`config.mk`:
```
export PLATFORM = sky130hd
export DESIGN_NAME = fic_cmd_queue
export DESIGN_NICKNAME = d
export VERILOG_FILES = /design/src/rtl/flux_interval_capture_ring_macros.svh /design/src/rtl/fic_pkg.sv /design/src/rtl/fic_cmd_queue.sv
export SDC_FILE = /design/constraint.sdc
export NUM_CORES = 1
export LEC_CHECK = 0
export ABC_AREA = 1
export BUFFER_PORTS_ARGS = -buffer_cell sky130_fd_sc_hd__buf_4
export CORE_UTILIZATION = 49
export CTS_CLUSTER_DIAMETER = 50
export CTS_CLUSTER_SIZE = 8
export DETAILED_ROUTE_END_ITERATION = 8
export PLACE_DENSITY = 0.81
export SLEW_MARGIN = 25
export SYNTH_ARGS = -nofsm -noshare
export SYNTH_HDL_FRONTEND = slang
export SYNTH_SLANG_ARGS = --single-unit
```
`constraint.sdc`:
```
create_clock -name clk -period 1.7 [get_ports clk]
set_clock_uncertainty 0.1 [all_clocks]
set_input_delay 0.255 -clock clk [delete_from_list [all_inputs] [get_ports clk]]
set_output_delay 0.255 -clock clk [all_outputs]
set_load 0.02 [all_outputs]
```
`src/rtl/flux_interval_capture_ring_macros.svh`:
```
`ifndef FLUX_INTERVAL_CAPTURE_RING_MACROS_SVH
`define FLUX_INTERVAL_CAPTURE_RING_MACROS_SVH

// same-cycle implication, disabled during reset
`define FIC_ASSERT_SAME(label, clk, rst_n, ante, cons) \
    label: assert property (@(posedge clk) disable iff (!rst_n) (ante) |-> (cons)) \
        else $error("fic assertion failed");

// next-cycle implication, disabled during reset
`define FIC_ASSERT_NEXT(label, clk, rst_n, ante, cons) \
    label: assert property (@(posedge clk) disable iff (!rst_n) (ante) |=> (cons)) \
        else $error("fic assertion failed");

`endif

```
`src/rtl/fic_pkg.sv`:
```
`default_nettype none
package fic_pkg;

    localparam int BUFFER_DEPTH = 4096;
    localparam int MAX_READ     = 64;
    localparam int PTR_W        = $clog2(BUFFER_DEPTH);
    localparam int LEN_W        = 7;
    localparam int DATA_W       = 8;
    localparam int CMP_W        = (PTR_W > LEN_W) ? PTR_W : LEN_W;
    localparam int CMDQ_DEPTH   = 2;
    localparam int CMDQ_AW      = $clog2(CMDQ_DEPTH);

    typedef enum logic [1:0] {
        ACT_TICK  = 2'd0,
        ACT_EDGE  = 2'd1,
        ACT_READ  = 2'd2,
        ACT_CLEAR = 2'd3
    } action_t;

    typedef struct packed {
        action_t            action;
        logic [LEN_W-1:0]   length;
    } cmd_t;

    typedef enum logic {
        ST_IDLE = 1'b0,
        ST_READ = 1'b1
    } back_state_t;

endpackage
`default_nettype wire

```
`src/rtl/fic_cmd_queue.sv`:
```
`default_nettype none
module fic_cmd_queue
    import fic_pkg::*;
(
    input  wire logic   clk,
    input  wire logic   rst_n,
    input  wire logic   push,
    input  wire cmd_t   push_cmd,
    output logic        full,
    input  wire logic   pop,
    output cmd_t        head,
    output logic        not_empty
);

    cmd_t                entry_reg [CMDQ_DEPTH];
    logic [CMDQ_AW-1:0]  wr_ptr_reg;
    logic [CMDQ_AW-1:0]  wr_ptr_next;
    logic [CMDQ_AW-1:0]  rd_ptr_reg;
    logic [CMDQ_AW-1:0]  rd_ptr_next;
    logic [CMDQ_AW:0]    count_reg;
    logic [CMDQ_AW:0]    count_next;
    logic                do_push;
    logic                do_pop;

    assign full      = (count_reg == (CMDQ_AW+1)'(CMDQ_DEPTH));
    assign not_empty = (count_reg != '0);
    assign head      = entry_reg[rd_ptr_reg];
    assign do_push   = push && !full;
    assign do_pop    = pop && not_empty;

    always_comb
    begin
        wr_ptr_next = wr_ptr_reg;
        rd_ptr_next = rd_ptr_reg;
        count_next  = count_reg;
        if (do_push)
        begin
            wr_ptr_next = (wr_ptr_reg == CMDQ_AW'(CMDQ_DEPTH-1)) ? '0 : wr_ptr_reg + 1'b1;
        end
        if (do_pop)
        begin
            rd_ptr_next = (rd_ptr_reg == CMDQ_AW'(CMDQ_DEPTH-1)) ? '0 : rd_ptr_reg + 1'b1;
        end
        case ({do_push, do_pop})
            2'b10:   count_next = count_reg + 1'b1;
            2'b01:   count_next = count_reg - 1'b1;
            default: count_next = count_reg;
        endcase
    end

    always_ff @(posedge clk or negedge rst_n)
    begin
        if (!rst_n)
        begin
            wr_ptr_reg <= '0;
            rd_ptr_reg <= '0;
            count_reg  <= '0;
        end
        else
        begin
            wr_ptr_reg <= wr_ptr_next;
            rd_ptr_reg <= rd_ptr_next;
            count_reg  <= count_next;
        end
    end

    always_ff @(posedge clk)
    begin
        if (do_push)
        begin
            entry_reg[wr_ptr_reg] <= push_cmd;
        end
    end

endmodule
`default_nettype wire

```
==> Word-level counts from Yosys, hierarchy flattened <==
Memory sizes are Yosys's and may differ from the RTL's.
Cells that the tools add are included.
{ "op_classes": {"n_addsub": 4, "eq_ne": 3, "reduce_logical": 5, "n_mux": 5} }
{ "ops": {"columns": ["operator", "n"], "rows": [
  ["2-bit equality test, second input constant", 2],
  ["1-bit 2-to-1 mux", 4],
  ["2-bit case mux with 2 select lines", 1],
  ["2-bit nonzero test", 2],
  ["1-bit adder, second input constant", 2],
  ["2-bit by 1-bit adder with 2-bit output, second input constant", 1],
  ["2-bit by 1-bit equality test with 1-bit output, second input constant", 1],
  ["1-bit logical AND", 2],
  ["2-bit by 1-bit subtractor with 2-bit output, second input constant", 1],
  ["1-bit zero test", 1]
]} }
{ "word_totals": {"n_memories": 1, "reg_bits": 4, "mem_bits_rw": 18} }
{ "memory_table": {"columns": ["memory", "words", "width", "rd", "rd_ports_with_merged_regs", "wr", "line", "rtl"], "rows": [
  ["entry_reg", 2, 9, 1, 0, 1, "fic_cmd_queue.sv:15", "cmd_t entry_reg [CMDQ_DEPTH];"]
]} }

==> Depth between registers and ports, before layout <==
{ "depth": {"ltp_word": 5, "depth_mapped": 10, "depth_no_buf": 10} }

==> Least setup slack after synthesis <==
OpenSTA, ideal clock, no wires.
{ "synth_timing": {"kind": "register -> register", "from": "register count_reg[1]", "to": "register count_reg[1]", "arrival_ps": 1246, "period_less_slack_ps": 1463, "setup_slack_ps": 237, "t_required_ps": 1483, "path_stages_with_launch": 10, "path_buffers": 0, "cell_sequence": "dfrtp_1 inv_1 nand2_2 nand2_2 inv_1 ha_1 inv_1 nand3_1 nand2_1 nand2_1"} }
{ "synth_between": {"word_cells_on_any_way": 11, "classes_between": "add/sub (2); eq/ne (3); mux (1); reduce/logical (5)"} }
{ "synth_lines": {"columns": ["item", "line", "rtl"], "rows": [
  ["from (decl)", "fic_cmd_queue.sv:20", "logic [CMDQ_AW:0] count_reg;"],
  ["from (signal assigned)", "fic_cmd_queue.sv:63", "count_reg <= count_next;"],
  ["2-bit nonzero test *", "fic_cmd_queue.sv:26", "assign not_empty = (count_reg != '0);"],
  ["named net not_empty", "fic_cmd_queue.sv:12", "output logic not_empty"],
  ["1-bit logical AND *", "fic_cmd_queue.sv:29", "assign do_pop = pop && not_empty;"],
  ["named net do_pop", "fic_cmd_queue.sv:23", "logic do_pop;"],
  ["2-bit by 1-bit equality test with 1-bit output or 2-bit equality test (tied branches)", "fic_cmd_queue.sv:44", "case ({do_push, do_pop})"],
  ["2-bit case mux with 2 select lines or 2-bit nonzero test (tied branches)", null, null]
]} }
The timed path passes the listed nets; every way through them passes the cells marked *.
A chain may end at the register's enable or synchronous reset.

==> impl_metrics.csv <==
group,metric,value,unit
power_and_ir_drop,pwr-share-seq,41.7,%
power_and_ir_drop,ir_drop,1.01,mV
clocking,cts_tree,"yes",
logic_synthesis,synth_top_area_share,60.9,%
logic_synthesis,synth_fp_nets,92,
clocking,numCtsBuffers,3,
detailed_routing,dr.pass1.iters,4,
logic_synthesis,ys_seq_area_share,72.2,%
logic_synthesis,synth_largest_area_cell,"edfxtp_1",
setup_path,cp-start-kind,"register",
sta,slew_headroom,76.7,%
power_and_ir_drop,finalPower,1980,µW
global_routing,grt_use_total,16.8,%
global_routing,grt_first_pass_wirelength,2320,µm
outcome,outcome,"completed",
clocking,cts_max_path_buffers,2,
setup_path,worstPathArrival,1240,ps
finish,final_cell_mix,"nand2_1, buf_4, edfxtp_1",
clocking,cts_setup_buffers,0,
setup_path,worstPathRequired,1340,ps
finish,diodes,0,
detailed_routing,viasPerCell,4.65,
clocking,clk_pin_slew,110,ps
logic_synthesis,synth_flop_cell,"edfxtp_1",
power_and_ir_drop,intPower,1220,µW
power_and_ir_drop,leakagePower,0.000537,µW
flow_run,drv_cap,0,
hold_path,hp-class,"in2reg",
sta,timing.fmax,0.627,GHz
placed_design,dp_hpwl,1110,µm
global_routing,grt-ovfl-total,0,
detailed_routing,wl,1490,µm
global_routing,grt_pass1_vias,592,
logic_synthesis,synthesis.area,887,µm²
detailed_routing,first_iter_violations,13,
logic_synthesis,yosys-top-cells-area,"edfxtp_1, nand2_1, dfrtp_1",
placed_design,routabilityCongestion,0.818,
logic_synthesis,yosysWarningCount,0,
finish,fillCellCount,129,
floorplan,row_count,15,
logic_synthesis,yosysUniqueCellTypes,14,
setup_path,cp-end-kind,"primary output",
setup_path,setup.worst_path.class,"reg2out",
power_and_ir_drop,p_clk_share,13.7,%
power_and_ir_drop,swShare,38.2,%
sta,setup_viol,0,
detailed_routing,num_vias,614,
floorplan,dieArea,1980,µm²
finish,final_net_count,122,
logic_synthesis,avgSynthCellArea,11.4,µm²
clocking,cts_root_buf,"clkbuf_4",
logic_synthesis,yosys_register_bits,22,
detailed_routing,drc,0,
floorplan,ios,24,
sta,tightest_slew,350,ps
global_routing,grt_antenna_before_repair,0,
floorplan,start_util,51.9,%
finish,layout-drive-gt1-share,33.6,%
power_and_ir_drop,p_sw,755,µW
sta,fin_setup_tns,0,ps
placed_design,port_buffers,23,
clocking,clkLatencyLatePin,290,ps
finish,final_common_cell,"nand2_1",
finish,largest_reg_flops,18,
floorplan,fp.dieH,44.6,µm
floorplan,core-area,1710,µm²
logic_synthesis,synth_edf_count,18,
global_routing,grt_max_degree,13,
setup_path,path_max_fanout,10,
power_and_ir_drop,power.density,1730,nW/µm²
finish,synthToLayoutAreaGrowth,29.1,%
sta,finalCriticalPeriod,1590,ps
clocking,cts.sinks,22,
floorplan,fp.dieW,44.6,µm
detailed_routing,post_drt_wl_per_cell,11.3,µm
sta,hold_violations,0,
clocking,h-tree-depth,1,
power_and_ir_drop,share_comb_of_total_power,44.6,%
sta,maxSlewViolCount,0,
logic_synthesis,async_reset_ff_share,18.2,%
logic_synthesis,syn_inst,78,
detailed_routing,postRouteAntennaNets,0,
sta,min_period_over_period,93.7,%
sta,grt_setup_unrepaired,"false",
layout make-up:
cell class              count  area, µm²  area share (%)
clock buffers               4       36.3            3.17
well taps                  25       31.3            2.73
multi-input cells          46        205            17.9
flip-flops and latches     22        641            56.0
inverters                   9       33.8            2.95
repair buffers             26        198            17.3
critical path, stage by stage (launching register included):
cell and delay (ps):
dfrtp_1 460, inv_2 180, nand2_1 80, nand2_1 80, buf_4 140
synthesized netlist by cell type (2+ instances only):
| library cell | n |
|---|---|
| inv_2 | 3 |
| nand3_1 | 3 |
| nand2_2 | 2 |
| edfxtp_1 | 18 |
| nand2_1 | 35 |
| dfrtp_1 | 4 |
| inv_1 | 6 |
power groups by stage:
stage          logic, µW  clock network [µW]  registers, µW
6_report             882                 271            824
5_1_grt              978                 302            838
4_1_cts              896                 280            824
3_5_place_dp         890                   0            835
3_3_place_gp         860                   0            830
2_1_floorplan        569                   0            811
logic make-up after synthesis:
kind of cell / count (synthesis) / share of synthesized area [%]
DFF: 22 / 72.2
AOI/OAI and AO/OA: 1 / 0.987
xor gates and xnor gates: 1 / 0.987
and+or+nand+nor: 43 / 19.7
adders and majority gates: 1 / 1.41
buffers and inverters: 10 / 4.65
final timing paths:
path                       slack (ps)  depth (start not counted)              end    startpoint
max                               110                          4          head[2]    rd_ptr_reg
min                                40                          1  entry_reg[1][0]   push_cmd[0]
max reg2reg                       190                          9     count_reg[1]  count_reg[1]
min reg2reg                       400                          2     count_reg[1]  count_reg[1]
max in group asynchronous        1210                          2     count_reg[1]         rst_n
min in group asynchronous         190                          2       wr_ptr_reg         rst_n
what timing repair did:
item,in CTS,in global routing
hold endpoints to repair,4,0
hold buffers,1,0
resized for setup,0,0
per-layer routing:
layer	share of wire (%)	track usage, %	routed length (µm)	vias up
met5	0	0	0	-
met4	0.94	7.27	14	0
met3	4.4	2.86	65	4
met2	56	30.6	835	19
met1	38	19.3	569	284
li1	-	-	-	307
stage by stage:
step           worst slack (ps)  area (µm²)  instances  util (%)  hold WS [ps]
5_1_grt                    30.1        1140        132      67.0          17.0
6_report                    106        1140        132      67.0          35.1
3_3_place_gp                269        1100        127      64.3         -43.7
3_5_place_dp                198        1100        127      64.3         -46.3
2_1_floorplan               237         887         78         -          -141
4_1_cts                    93.9        1140        132      67.0          29.2
(Power assumes the default switching activity.)
