===== src/rtl/flux_interval_capture_ring_macros.svh =====
`ifndef FLUX_INTERVAL_CAPTURE_RING_MACROS_SVH
`define FLUX_INTERVAL_CAPTURE_RING_MACROS_SVH

// same-cycle implication, disabled during reset
`define FIC_ASSERT_SAME(label, clk, rst_n, ante, cons) \
    label: assert property (@(posedge clk) disable iff (!rst_n) (ante) |-> (cons)) \
        else $error("fic assertion failed");

// next-cycle implication, disabled during reset
`define FIC_ASSERT_NEXT(label, clk, rst_n, ante, cons) \
    label: assert property (@(posedge clk) disable iff (!rst_n) (ante) |=> (cons)) \
        else $error("fic assertion failed");

`endif


===== src/rtl/fic_pkg.sv =====
`default_nettype none
package fic_pkg;

    localparam int BUFFER_DEPTH = 4096;
    localparam int MAX_READ     = 64;
    localparam int PTR_W        = $clog2(BUFFER_DEPTH);
    localparam int LEN_W        = 7;
    localparam int DATA_W       = 8;
    localparam int CMP_W        = (PTR_W > LEN_W) ? PTR_W : LEN_W;
    localparam int CMDQ_DEPTH   = 2;
    localparam int CMDQ_AW      = $clog2(CMDQ_DEPTH);

    typedef enum logic [1:0] {
        ACT_TICK  = 2'd0,
        ACT_EDGE  = 2'd1,
        ACT_READ  = 2'd2,
        ACT_CLEAR = 2'd3
    } action_t;

    typedef struct packed {
        action_t            action;
        logic [LEN_W-1:0]   length;
    } cmd_t;

    typedef enum logic {
        ST_IDLE = 1'b0,
        ST_READ = 1'b1
    } back_state_t;

endpackage
`default_nettype wire


===== src/rtl/fic_front.sv =====
`default_nettype none
module fic_front
    import fic_pkg::*;
(
    input  wire logic               clk,
    input  wire logic               rst_n,
    input  wire logic               item_valid,
    output logic                    item_ready,
    input  wire logic [1:0]         action,
    input  wire logic [LEN_W-1:0]   read_length,
    output logic                    push,
    output cmd_t                    push_cmd,
    input  wire logic               queue_full
);

    logic front_valid_reg;
    logic front_valid_next;
    cmd_t front_cmd_reg;
    cmd_t front_cmd_next;
    logic accept;

    assign push       = front_valid_reg && !queue_full;
    assign push_cmd   = front_cmd_reg;
    assign item_ready = !front_valid_reg || !queue_full;
    assign accept     = item_valid && item_ready;

    always_comb
    begin
        front_valid_next = front_valid_reg;
        front_cmd_next   = front_cmd_reg;
        if (push)
        begin
            front_valid_next = 1'b0;
        end
        if (accept)
        begin
            front_valid_next      = 1'b1;
            front_cmd_next.action = action_t'(action);
            // saturate the request
            if (read_length > LEN_W'(MAX_READ))
            begin
                front_cmd_next.length = LEN_W'(MAX_READ);
            end
            else
            begin
                front_cmd_next.length = read_length;
            end
        end
    end

    always_ff @(posedge clk or negedge rst_n)
    begin
        if (!rst_n)
        begin
            front_valid_reg <= 1'b0;
        end
        else
        begin
            front_valid_reg <= front_valid_next;
        end
    end

    always_ff @(posedge clk)
    begin
        front_cmd_reg <= front_cmd_next;
    end

endmodule
`default_nettype wire


===== config.mk =====
export PLATFORM = sky130hd
export DESIGN_NAME = fic_front
export DESIGN_NICKNAME = d
export VERILOG_FILES = /design/src/rtl/flux_interval_capture_ring_macros.svh /design/src/rtl/fic_pkg.sv /design/src/rtl/fic_front.sv
export SDC_FILE = /design/constraint.sdc
export NUM_CORES = 1
export LEC_CHECK = 0
export BUFFER_PORTS_ARGS = -buffer_cell sky130_fd_sc_hd__buf_4
export CORE_AREA = 2 2 39 41
export CTS_CLUSTER_SIZE = 14
export DETAILED_ROUTE_END_ITERATION = 7
export DIE_AREA = 0 0 41 43
export REMOVE_ABC_BUFFERS = 1
export SLEW_MARGIN = 15
export SYNTH_ARGS = -nofsm -noshare
export SYNTH_HDL_FRONTEND = slang
export SYNTH_SLANG_ARGS = --single-unit
export TNS_END_PERCENT = 100

===== constraint.sdc =====
create_clock -name clk -period 1.7 [get_ports clk]
set_input_delay 0.085 -clock clk [delete_from_list [all_inputs] [get_ports clk]]
set_output_delay 0.085 -clock clk [all_outputs]
set_load 0.1 [all_outputs]

### After elaboration in Yosys (flattened, before gate mapping)

Index checks and enable logic that the tools add are counted.

| word-level totals | value |
|---|---|
| flip-flop bits (word level) | 10 |
| input port bits | 13 |
| output and inout port bits | 11 |
| word-level logic and storage cells | 12 |

| cells by class | value |
|---|---|
| magnitude comparators | 1 |
| mux-type cells | 2 |
| reduce and logical (&&, ||, !) cells | 6 |

Operator list:

| kind | count |
|---|---|
| $gt A7 B7 Y1 const B | 1 |
| $logic_and A1 B1 Y1 | 2 |
| $logic_not A1 Y1 | 2 |
| $mux W1 | 2 |
| $reduce_bool A2 Y1 | 1 |
| $logic_or A1 B1 Y1 | 1 |

### Logic depth before layout (Yosys ltp)

Gate-level depths: netlist (run 1).

| depth | value |
|---|---|
| depth in word-level cells | 4 |
| gate-level depth with buffers | 1 |
| mapped depth without buffers | 1 |

### Least setup slack after synthesis (run 1)

Ideal clock, no wire load.

| path | value |
|---|---|
| path kind | register to output |
| start | reg front_valid_reg |
| end | out push |
| arrival | 1717 ps |
| required time | 1615 ps |
| slack | -102 ps |
| cell stages (with the launch flop) | 2 |
| cells stage by stage | dfrtp_1 nor2b_1 |

| on the way | value |
|---|---|
| cells in the longest elaborated chain, start to end | 1 |

RTL lines:

| element | RTL line | text |
|---|---|---|
| start, declared | fic_front.sv:16 | `logic front_valid_reg;` |
| start signal, assigned | fic_front.sv:59 | `front_valid_reg <= front_valid_next;` |
| $logic_and A1 B1 Y1 | fic_front.sv:22 | `assign push = front_valid_reg && !queue_full;` |
| end, declared | fic_front.sv:11 | `output logic push,` |

No other way between the ends.

### Worst setup path after layout (run 1)

Ends and elaborated chain as after synthesis.

==> impl_metrics.yaml, run 1 <==
timing:
  slew_headroom_pct: 81.5
  rsz0062_at_grt: "false"
  period_minus_slack_ps: 1150
  setup_viol: 0
  post-route-period-util_pct: 67.8
  fin_skew_ps: 1.40
  clock.fmax_mhz: 868
  hold_violations: 0
  worstMarginPinSlew_ps: 279
  drv_slew: 0
floorplanning:
  dieArea_um2: 1760
  fp.coreArea_um2: 1380
  ios: 24
  die_x_um: 41
  die_h_um: 43
  start_util_pct: 26.1
  rows: 14
power_and_ir_drop:
  ir_worst_vdd_uv: 343
  p_sw_w: 0.000208
  pwr-share-clk_pct: 25.6
  powerDensity_nw_per_um2: 1030
  p_leak_nw: 0.268
  p_int_w: 0.000424
  seq_power_share_pct: 45.8
  netSwitchingFraction_pct: 32.9
  combPwrFrac_pct: 28.6
placed_design:
  dp_cells: 60
  gp_congestion: 0.585
  portBuffers: 23
finish:
  largest_register_ff_count: 9
  antenna_cells: 0
  drive_gt1_share_pct: 52.9
  utilization_pct: 44.4
  area_growth_syn_to_layout_pct: 69.9
  fin_cells: 67
  final_nets: 65
global_route:
  grtUsageTotal_pct: 8.18
  overflow: 0
  grt_max_degree: 10
  antenna_found_initial: 0
  grt_pass1_wl_um: 876
  grt_pass1_vias: 236
yosys:
  synth_top_family_by_area: "simple AND/OR/NAND/NOR gates"
  avgSynthCellArea_um2: 17.2
  synth-adder-area-share_pct: 0
  synth-compound-area-share_pct: 4.15
  yosysUniqueCellTypes: 7
  synth-simple-area-share_pct: 13.1
  synth_area_um2: 362
  synth_cells: 21
  synth.ff_latch_count: 10
  yosysSeqAreaShare_pct: 81.7
  muxShareOfSynthArea_pct: 0
  yosys_warnings: 0
  yosys.area_share.xor_xnor_pct: 0
drt:
  via_per_inst: 3.96
  wl_met2_um: 339
  drcViolationCount: 0
  num_vias: 265
  drt_iter0_drc: 2
  top_layer: "met3"
  post_drt_wl_per_cell_um: 9.49
  m1WireLength_um: 236
  wl_met3_um: 60
  first_pass_iters: 4
  ant_nets: 0
  wirelength_um: 636
job:
  max-cap-violations: 0
clocking:
  clk_pin_slew_worst_paths_ps: 60
  clock_latency_ps: 250
  clock_path_buffers: 2
  cts_tree: "yes"
  cts_buffers: 3
  cts_root_buf: "clkbuf_4"
  clock_sinks: 10
  cts_max_level: 1
critical_path:
  setup.worst_path.class: "register to primary output"
  crit_fanout: 4
  cp_data_arrival_time_ps: 1070
  crit_required_ps: 1620
  critPathLaunchType: "register"
  cp-end-kind: "primary output"
hold_path:
  hp-class: "primary input to register"
outcome:
  outcome: "complete, no violations"
## critical path, cell delays in order, from the launching register on
cell and delay (ps):
dfrtp_1 370, nor2b_1 140, buf_4 300
## path summary, 6_finish.rpt
path                                             start                          end  slack, ps  depth (start not counted)
min reg2reg                front_valid_reg$_DFFE_PN0P_  front_valid_reg$_DFFE_PN0P_        520                          1
max in group asynchronous                        rst_n  front_valid_reg$_DFFE_PN0P_       1480                          2
max                        front_valid_reg$_DFFE_PN0P_                         push        550                          2
min in group asynchronous                        rst_n  front_valid_reg$_DFFE_PN0P_        140                          2
max reg2reg                front_valid_reg$_DFFE_PN0P_        push_cmd[7]$_DFFE_PP_        690                          2
min                                         item_valid  front_valid_reg$_DFFE_PN0P_         20                          2
## placed cells by master, fill, tap and decap left out
cell type | Yosys | routed
clkbuf_4 | 0 | 3
nor2b_1 | 7 | 7
edfxtp_1 | 9 | 9
buf_4 | 0 | 24
nand2_1 | 1 | 1
a21o_1 | 1 | 1
a21boi_1 | 1 | 1
dfrtp_1 | 1 | 1
dlygate4sd3_1 | 0 | 3
clkbuf_1 | 1 | 1
## synthesized netlist by cell type
cell / n / share of area [%]
nor2b_1: 7 / 12
edfxtp_1: 9 / 75
nand2_1: 1 / 1.0
a21boi_1: 1 / 2.1
dfrtp_1: 1 / 6.9
clkbuf_1: 1 / 1.0
a21o_1: 1 / 2.1
## power by group through the flow
stage          sequential [W]  combinational (W)  clock (W)
3_3_place_gp         0.000294           0.000175          0
4_1_cts              0.000290           0.000178   0.000166
5_1_grt              0.000291           0.000187   0.000180
2_1_floorplan        0.000383          0.0000372          0
3_5_place_dp         0.000295           0.000176          0
6_report             0.000289           0.000180   0.000162
## cell families (layout without fill, tap and decap cells)
family / Yosys count / after routing
AO/OA/AOI/OAI: 2 / 2
buffers and inverters: 1 / 31
flip-flops: 10 / 10
AND/OR/NAND/NOR: 8 / 8
## through the flow
stage	TNS, ps	total power, W	worst slack (ps)	hold slack [ps]	cell area, um2
6_report	0	0.000632	548	17.8	614
5_1_grt	0	0.000658	478	22.7	614
4_1_cts	0	0.000634	537	2.89	594
3_5_place_dp	0	0.000471	689	-139	558
3_3_place_gp	0	0.000470	718	-138	558
2_1_floorplan	-102	0.000420	-102	-211	358
## metal layers
layer | vias to the layer above | GRT usage [%]
met3 | 0 | 3.14
met5 | - | 0
li1 | 133 | -
met1 | 118 | 8.19
met4 | 0 | 6.00
met2 | 14 | 12.8
## layout make-up
class / instances / area, um2
Fill cell: 135 / 769
Sequential cell: 10 / 295
Tap cell: 16 / 20.0
Clock buffer: 4 / 26.3
Multi-Input combinational cell: 10 / 62.6
Timing Repair Buffer: 27 / 210
## timing repair
item                                   CTS  global route
hold buffers                             1             2
gates resized for setup                  0             0
endpoints found under the hold margin    1             2
setup buffers                            0             0
Note: power is estimated with default switching activity, not from simulation.
==> inputs of run 2 (changes only) <==
==> constraint.sdc (replaced) <==
create_clock -name clk -period 1.1 [get_ports clk]
set_input_delay 0.055 -clock clk [delete_from_list [all_inputs] [get_ports clk]]
set_output_delay 0.055 -clock clk [all_outputs]
set_load 0.1 [all_outputs]
==> run 2 against run 1 <==
Against the previous run: first-iteration DRC count is 50% higher; sequential share of layout area is 2.5 points lower; combinational power is 64% higher; worst setup slack worse by 530 ps; core utilization is 2.4 points higher.
==> impl_metrics.yaml, run 2 (synthesized netlist as in run 1, its figures left out) <==
finish:
  multi_input_area_um2: 70.1
  fill_cells: 132
  final_cell_mix: "buf_4 (22), edfxtp_1 (9), nor2b_1 (6)"
  drive_gt1_share_pct: 53.8
  mostFrequentLayoutCell: "buf_4"
  final_nets: 66
  area_growth_syn_to_layout_pct: 79.2
  fin_cells: 68
  antenna_cells: 0
  largest_register_ff_count: 9
  seq_area_um2: 295
timing:
  slew_headroom_pct: 81.5
  drv_slew: 0
  clock.fmax_mhz: 921
  setup_viol: 0
  period_minus_slack_ps: 1090
  post-route-period-util_pct: 98.7
  worstMarginPinSlew_ps: 280
  fin_skew_ps: 2.55
  whs_ps: 29.1
  setup_tns_ps: 0
  hold_violations: 0
  setup_ws_ps: 14.7
  rsz0062_at_grt: "true"
clocking:
  post_cts_buffers: 0
  clock_sinks: 10
  cts_tree: "yes"
  clock_path_buffers: 2
  cts_root_buf: "clkbuf_4"
  clk_pin_slew_worst_paths_ps: 60
  cts_max_level: 1
  clock_latency_ps: 260
  cts_buffers: 3
critical_path:
  r2r_setup_slack_ps: 70
  cp_data_arrival_time_ps: 1030
  crit_required_ps: 1040
  cp_cell_sequence: "nor2b_4 > buf_12"
  cp_slowest_cell: "dfrtp_1"
  max_stage_delay_ps: 400
  crit_buf_inv: 1
  cpLargestDelayFamily: "flip-flops"
  critPathLaunchType: "register"
  crit_fanout: 4
  setup.worst_path.class: "register to primary output"
  cp-end-kind: "primary output"
floorplanning:
  fp.coreArea_um2: 1380
  rows: 14
  ios: 24
  die_h_um: 43
  die_x_um: 41
  start_util_pct: 26.1
  dieArea_um2: 1760
drt:
  num_vias: 272
  wirelength_um: 702
  drt_iter0_drc: 3
  via_per_inst: 4.00
  ant_nets: 0
  drcViolationCount: 0
  post_drt_wl_per_cell_um: 10.3
  first_pass_iters: 2
global_route:
  top_usage_layer: "met2"
  overflow: 0
  antenna_found_initial: 0
  grt_max_degree: 10
  met3_usage_pct: 3.14
  met1_usage_pct: 9.22
  use_met2_pct: 15.6
  grt_pass1_vias: 254
  grtUsageTotal_pct: 9.41
  grt_pass1_wl_um: 1020
hold_path:
  hp-class: "primary input to register"
placed_design:
  dp_cells: 60
  gp_congestion: 0.584
  dp_slack_ps: 97.7
  portBuffers: 23
power_and_ir_drop:
  p_leak_nw: 0.285
  p_total_w: 0.000996
  ir_worst_vdd_uv: 566
  powerDensity_nw_per_um2: 1540
outcome:
  outcome: "complete, no violations"
job:
  max-cap-violations: 0
[run 2: changes by cell type in the layout (fill, tap and decap cells not counted), sizes merged]
| cell | change |
|---|---|
| dlygate4sd3 | +1 |
[run 2: worst paths after layout]
| path | startpoint | to | cells past startpoint |
|---|---|---|---|
| setup / recovery | front_valid_reg$_DFFE_PN0P_ | push | 2 |
| max in group asynchronous | rst_n | front_valid_reg$_DFFE_PN0P_ | 2 |
| hold / removal | read_length[6] | push_cmd[6]$_SDFFCE_PN1P_ | 1 |
| hold reg to reg | front_valid_reg$_DFFE_PN0P_ | front_valid_reg$_DFFE_PN0P_ | 1 |
| min in group asynchronous | rst_n | front_valid_reg$_DFFE_PN0P_ | 2 |
| setup reg to reg | front_valid_reg$_DFFE_PN0P_ | push_cmd[7]$_DFFE_PP_ | 2 |
[run 2: routing by layer]
layer | routed length [um] | vias up
met2 | 389 | 14
met3 | 70 | 0
met5 | 0 | -
met1 | 241 | 123
li1 | - | 135
met4 | 0 | 0
[run 2: cell type report]
type	count	share of cell area, %
flip-flops and latches	10	45.6
multi-input cells	10	10.8
clock buffers	4	4.05
repair buffers	28	36.5
well taps	16	3.09
[run 2: where the power goes]
group	internal (W)	switching, W
clock network	0.000140	0.000112
registers	0.000440	0.00000759
logic	0.0000885	0.000208
total	0.000668	0.000328
[run 2: through the flow]
step	util [%]	area (um2)
finish	46.8	648
global route	46.8	648
CTS	45.6	631
detailed placement	40.3	558
global placement	40.3	558
floorplan	-	358
[run 2: what timing repair did]
action	4_1_cts	5_1_grt
cloned	0	0
hold buffers	4	0
resized for setup	2	4
endpoints found under the hold margin	4	0
setup endpoints to repair	1	2
==> inputs of run 3 (changes only) <==
--- a/config.mk
+++ b/config.mk
@@ -10,8 +10,9 @@
 export CTS_CLUSTER_SIZE = 14
 export DETAILED_ROUTE_END_ITERATION = 7
 export DIE_AREA = 0 0 41 43
+export RECOVER_POWER = 100
 export REMOVE_ABC_BUFFERS = 1
-export SLEW_MARGIN = 15
+export SLEW_MARGIN = 20
 export SYNTH_ARGS = -nofsm -noshare
 export SYNTH_HDL_FRONTEND = slang
 export SYNTH_SLANG_ARGS = --single-unit
==> constraint.sdc (replaced) <==
create_clock -name clk -period 1.1 [get_ports clk]
set_input_delay 0.11 -clock clk [delete_from_list [all_inputs] [get_ports clk]]
set_output_delay 0.11 -clock clk [all_outputs]
set_load 0.1 [all_outputs]
==> run 3 against run 2 <==
Against the previous run: via count decreased by 6.6%; routed wire length shrank 10%; final cell count is 4.4% lower; fmax is 1.2% lower; first-iteration DRC count fell by 67%; power decreased by 1.7%; sequential power barely moved; clock-buffer cell count unchanged; combinational power is 3% lower; core utilization fell by 1.8 points; largest cell class unchanged.
==> impl_metrics.yaml, run 3 (synthesized netlist as in run 1, its figures left out) <==
finish:
  area_growth_syn_to_layout_pct: 72.3
  final_nets: 63
  drive_gt1_share_pct: 55.1
  largest_register_ff_count: 9
  final_cell_mix: "clkbuf_4 (16), edfxtp_1 (9), buf_4 (8)"
  multi_input_area_um2: 70.1
  antenna_cells: 0
  seq_area_um2: 295
  mostFrequentLayoutCell: "clkbuf_4"
  fill_cells: 133
  fin_cells: 65
  fin_area_um2: 623
clocking:
  cts_max_level: 1
  clock_path_buffers: 2
  cts_root_buf: "clkbuf_4"
  cts_tree: "yes"
  clock_latency_ps: 250
  clk_pin_slew_worst_paths_ps: 60
  post_cts_buffers: 0
  cts_buffers: 3
  clock_sinks: 10
timing:
  whs_ps: 49.4
  setup_viol: 0
  setup_tns_ps: 0
  clock.fmax_mhz: 910
  period_minus_slack_ps: 1100
  hold_violations: 0
  rsz0062_at_grt: "true"
  post-route-period-util_pct: 99.9
  drv_slew: 0
  fin_skew_ps: 3.49
  worstMarginPinSlew_ps: 302
  slew_headroom_pct: 80.0
  setup_ws_ps: 1.27
placed_design:
  placed_area_um2: 558
  dp_cells: 60
  gp_congestion: 0.585
  dp_slack_ps: 88.5
  portBuffers: 23
global_route:
  overflow: 0
  grtUsageTotal_pct: 8.58
  grt_pass1_wl_um: 917
  grt_pass1_vias: 237
  grt_max_degree: 10
  antenna_found_initial: 0
critical_path:
  setup.worst_path.class: "register to primary output"
  crit_required_ps: 990
  cp-end-kind: "primary output"
  worstRegToRegCells: 2
  critPathLaunchType: "register"
  cp_data_arrival_time_ps: 990
  crit_fanout: 4
floorplanning:
  ios: 24
  die_h_um: 43
  fp.coreArea_um2: 1380
  rows: 14
  die_x_um: 41
  start_util_pct: 26.1
  dieArea_um2: 1760
drt:
  via_per_inst: 3.91
  drt_iter0_drc: 1
  num_vias: 254
  ant_nets: 0
  wirelength_um: 630
  first_pass_iters: 2
  drcViolationCount: 0
  post_drt_wl_per_cell_um: 9.69
power_and_ir_drop:
  ir_worst_vdd_uv: 670
  powerDensity_nw_per_um2: 1570
  p_leak_nw: 0.269
outcome:
  outcome: "complete, no violations"
job:
  max-cap-violations: 0
hold_path:
  hp-class: "primary input to register"
  whs_path_depth: 2
run 3: worst paths after layout:
kind / endpoint / from / slack (ps)
min in group asynchronous: front_valid_reg$_DFFE_PN0P_ / rst_n / 190
setup / recovery: push / front_valid_reg$_DFFE_PN0P_ / 1
setup reg to reg: push_cmd[8]$_DFFE_PP_ / front_valid_reg$_DFFE_PN0P_ / 50
hold / removal: front_valid_reg$_DFFE_PN0P_ / item_valid / 50
max in group asynchronous: front_valid_reg$_DFFE_PN0P_ / rst_n / 830
hold reg to reg: front_valid_reg$_DFFE_PN0P_ / front_valid_reg$_DFFE_PN0P_ / 540
run 3: routing by layer:
layer / wire length (um) / global-route usage, %
met1: 212 / 8.50
met2: 341 / 12.8
met3: 66 / 3.14
met4: 10 / 8.00
met5: 0 / 0
run 3: layout make-up:
| type | count | area share [%] |
|---|---|---|
| Timing Repair Buffer | 25 | 33.9 |
| Sequential cell | 10 | 47.4 |
| Multi-Input combinational cell | 10 | 11.2 |
| Clock buffer | 4 | 4.22 |
| Tap cell | 16 | 3.21 |
run 3: worst max-delay path, stage by stage (launching register included):
cell and delay [ps]:
dfrtp_1 380, nor2b_4 180, buf_12 180
run 3: power by group:
group | leakage [nW] | switching [W] | internal (W)
Combinational | 0.156 | 0.000206 | 0.0000818
Clock | 0.0150 | 0.000105 | 0.000139
Sequential | 0.0982 | 0.00000691 | 0.000440
run 3: repair_timing:
item | CTS | global route
cloned | 0 | 0
hold buffers | 1 | 0
hold endpoints to repair | 1 | 0
endpoints found under the setup margin | 2 | 2
pin swaps | 0 | 0
resized for setup | 6 | 2
run 3: metrics by stage:
step | total power, W | util (%)
floorplan | 0.000649 | -
global placement | 0.000726 | 40.3
detailed placement | 0.000729 | 40.3
CTS | 0.000994 | 44.7
global route | 0.00102 | 45.0
finish | 0.000979 | 45.0
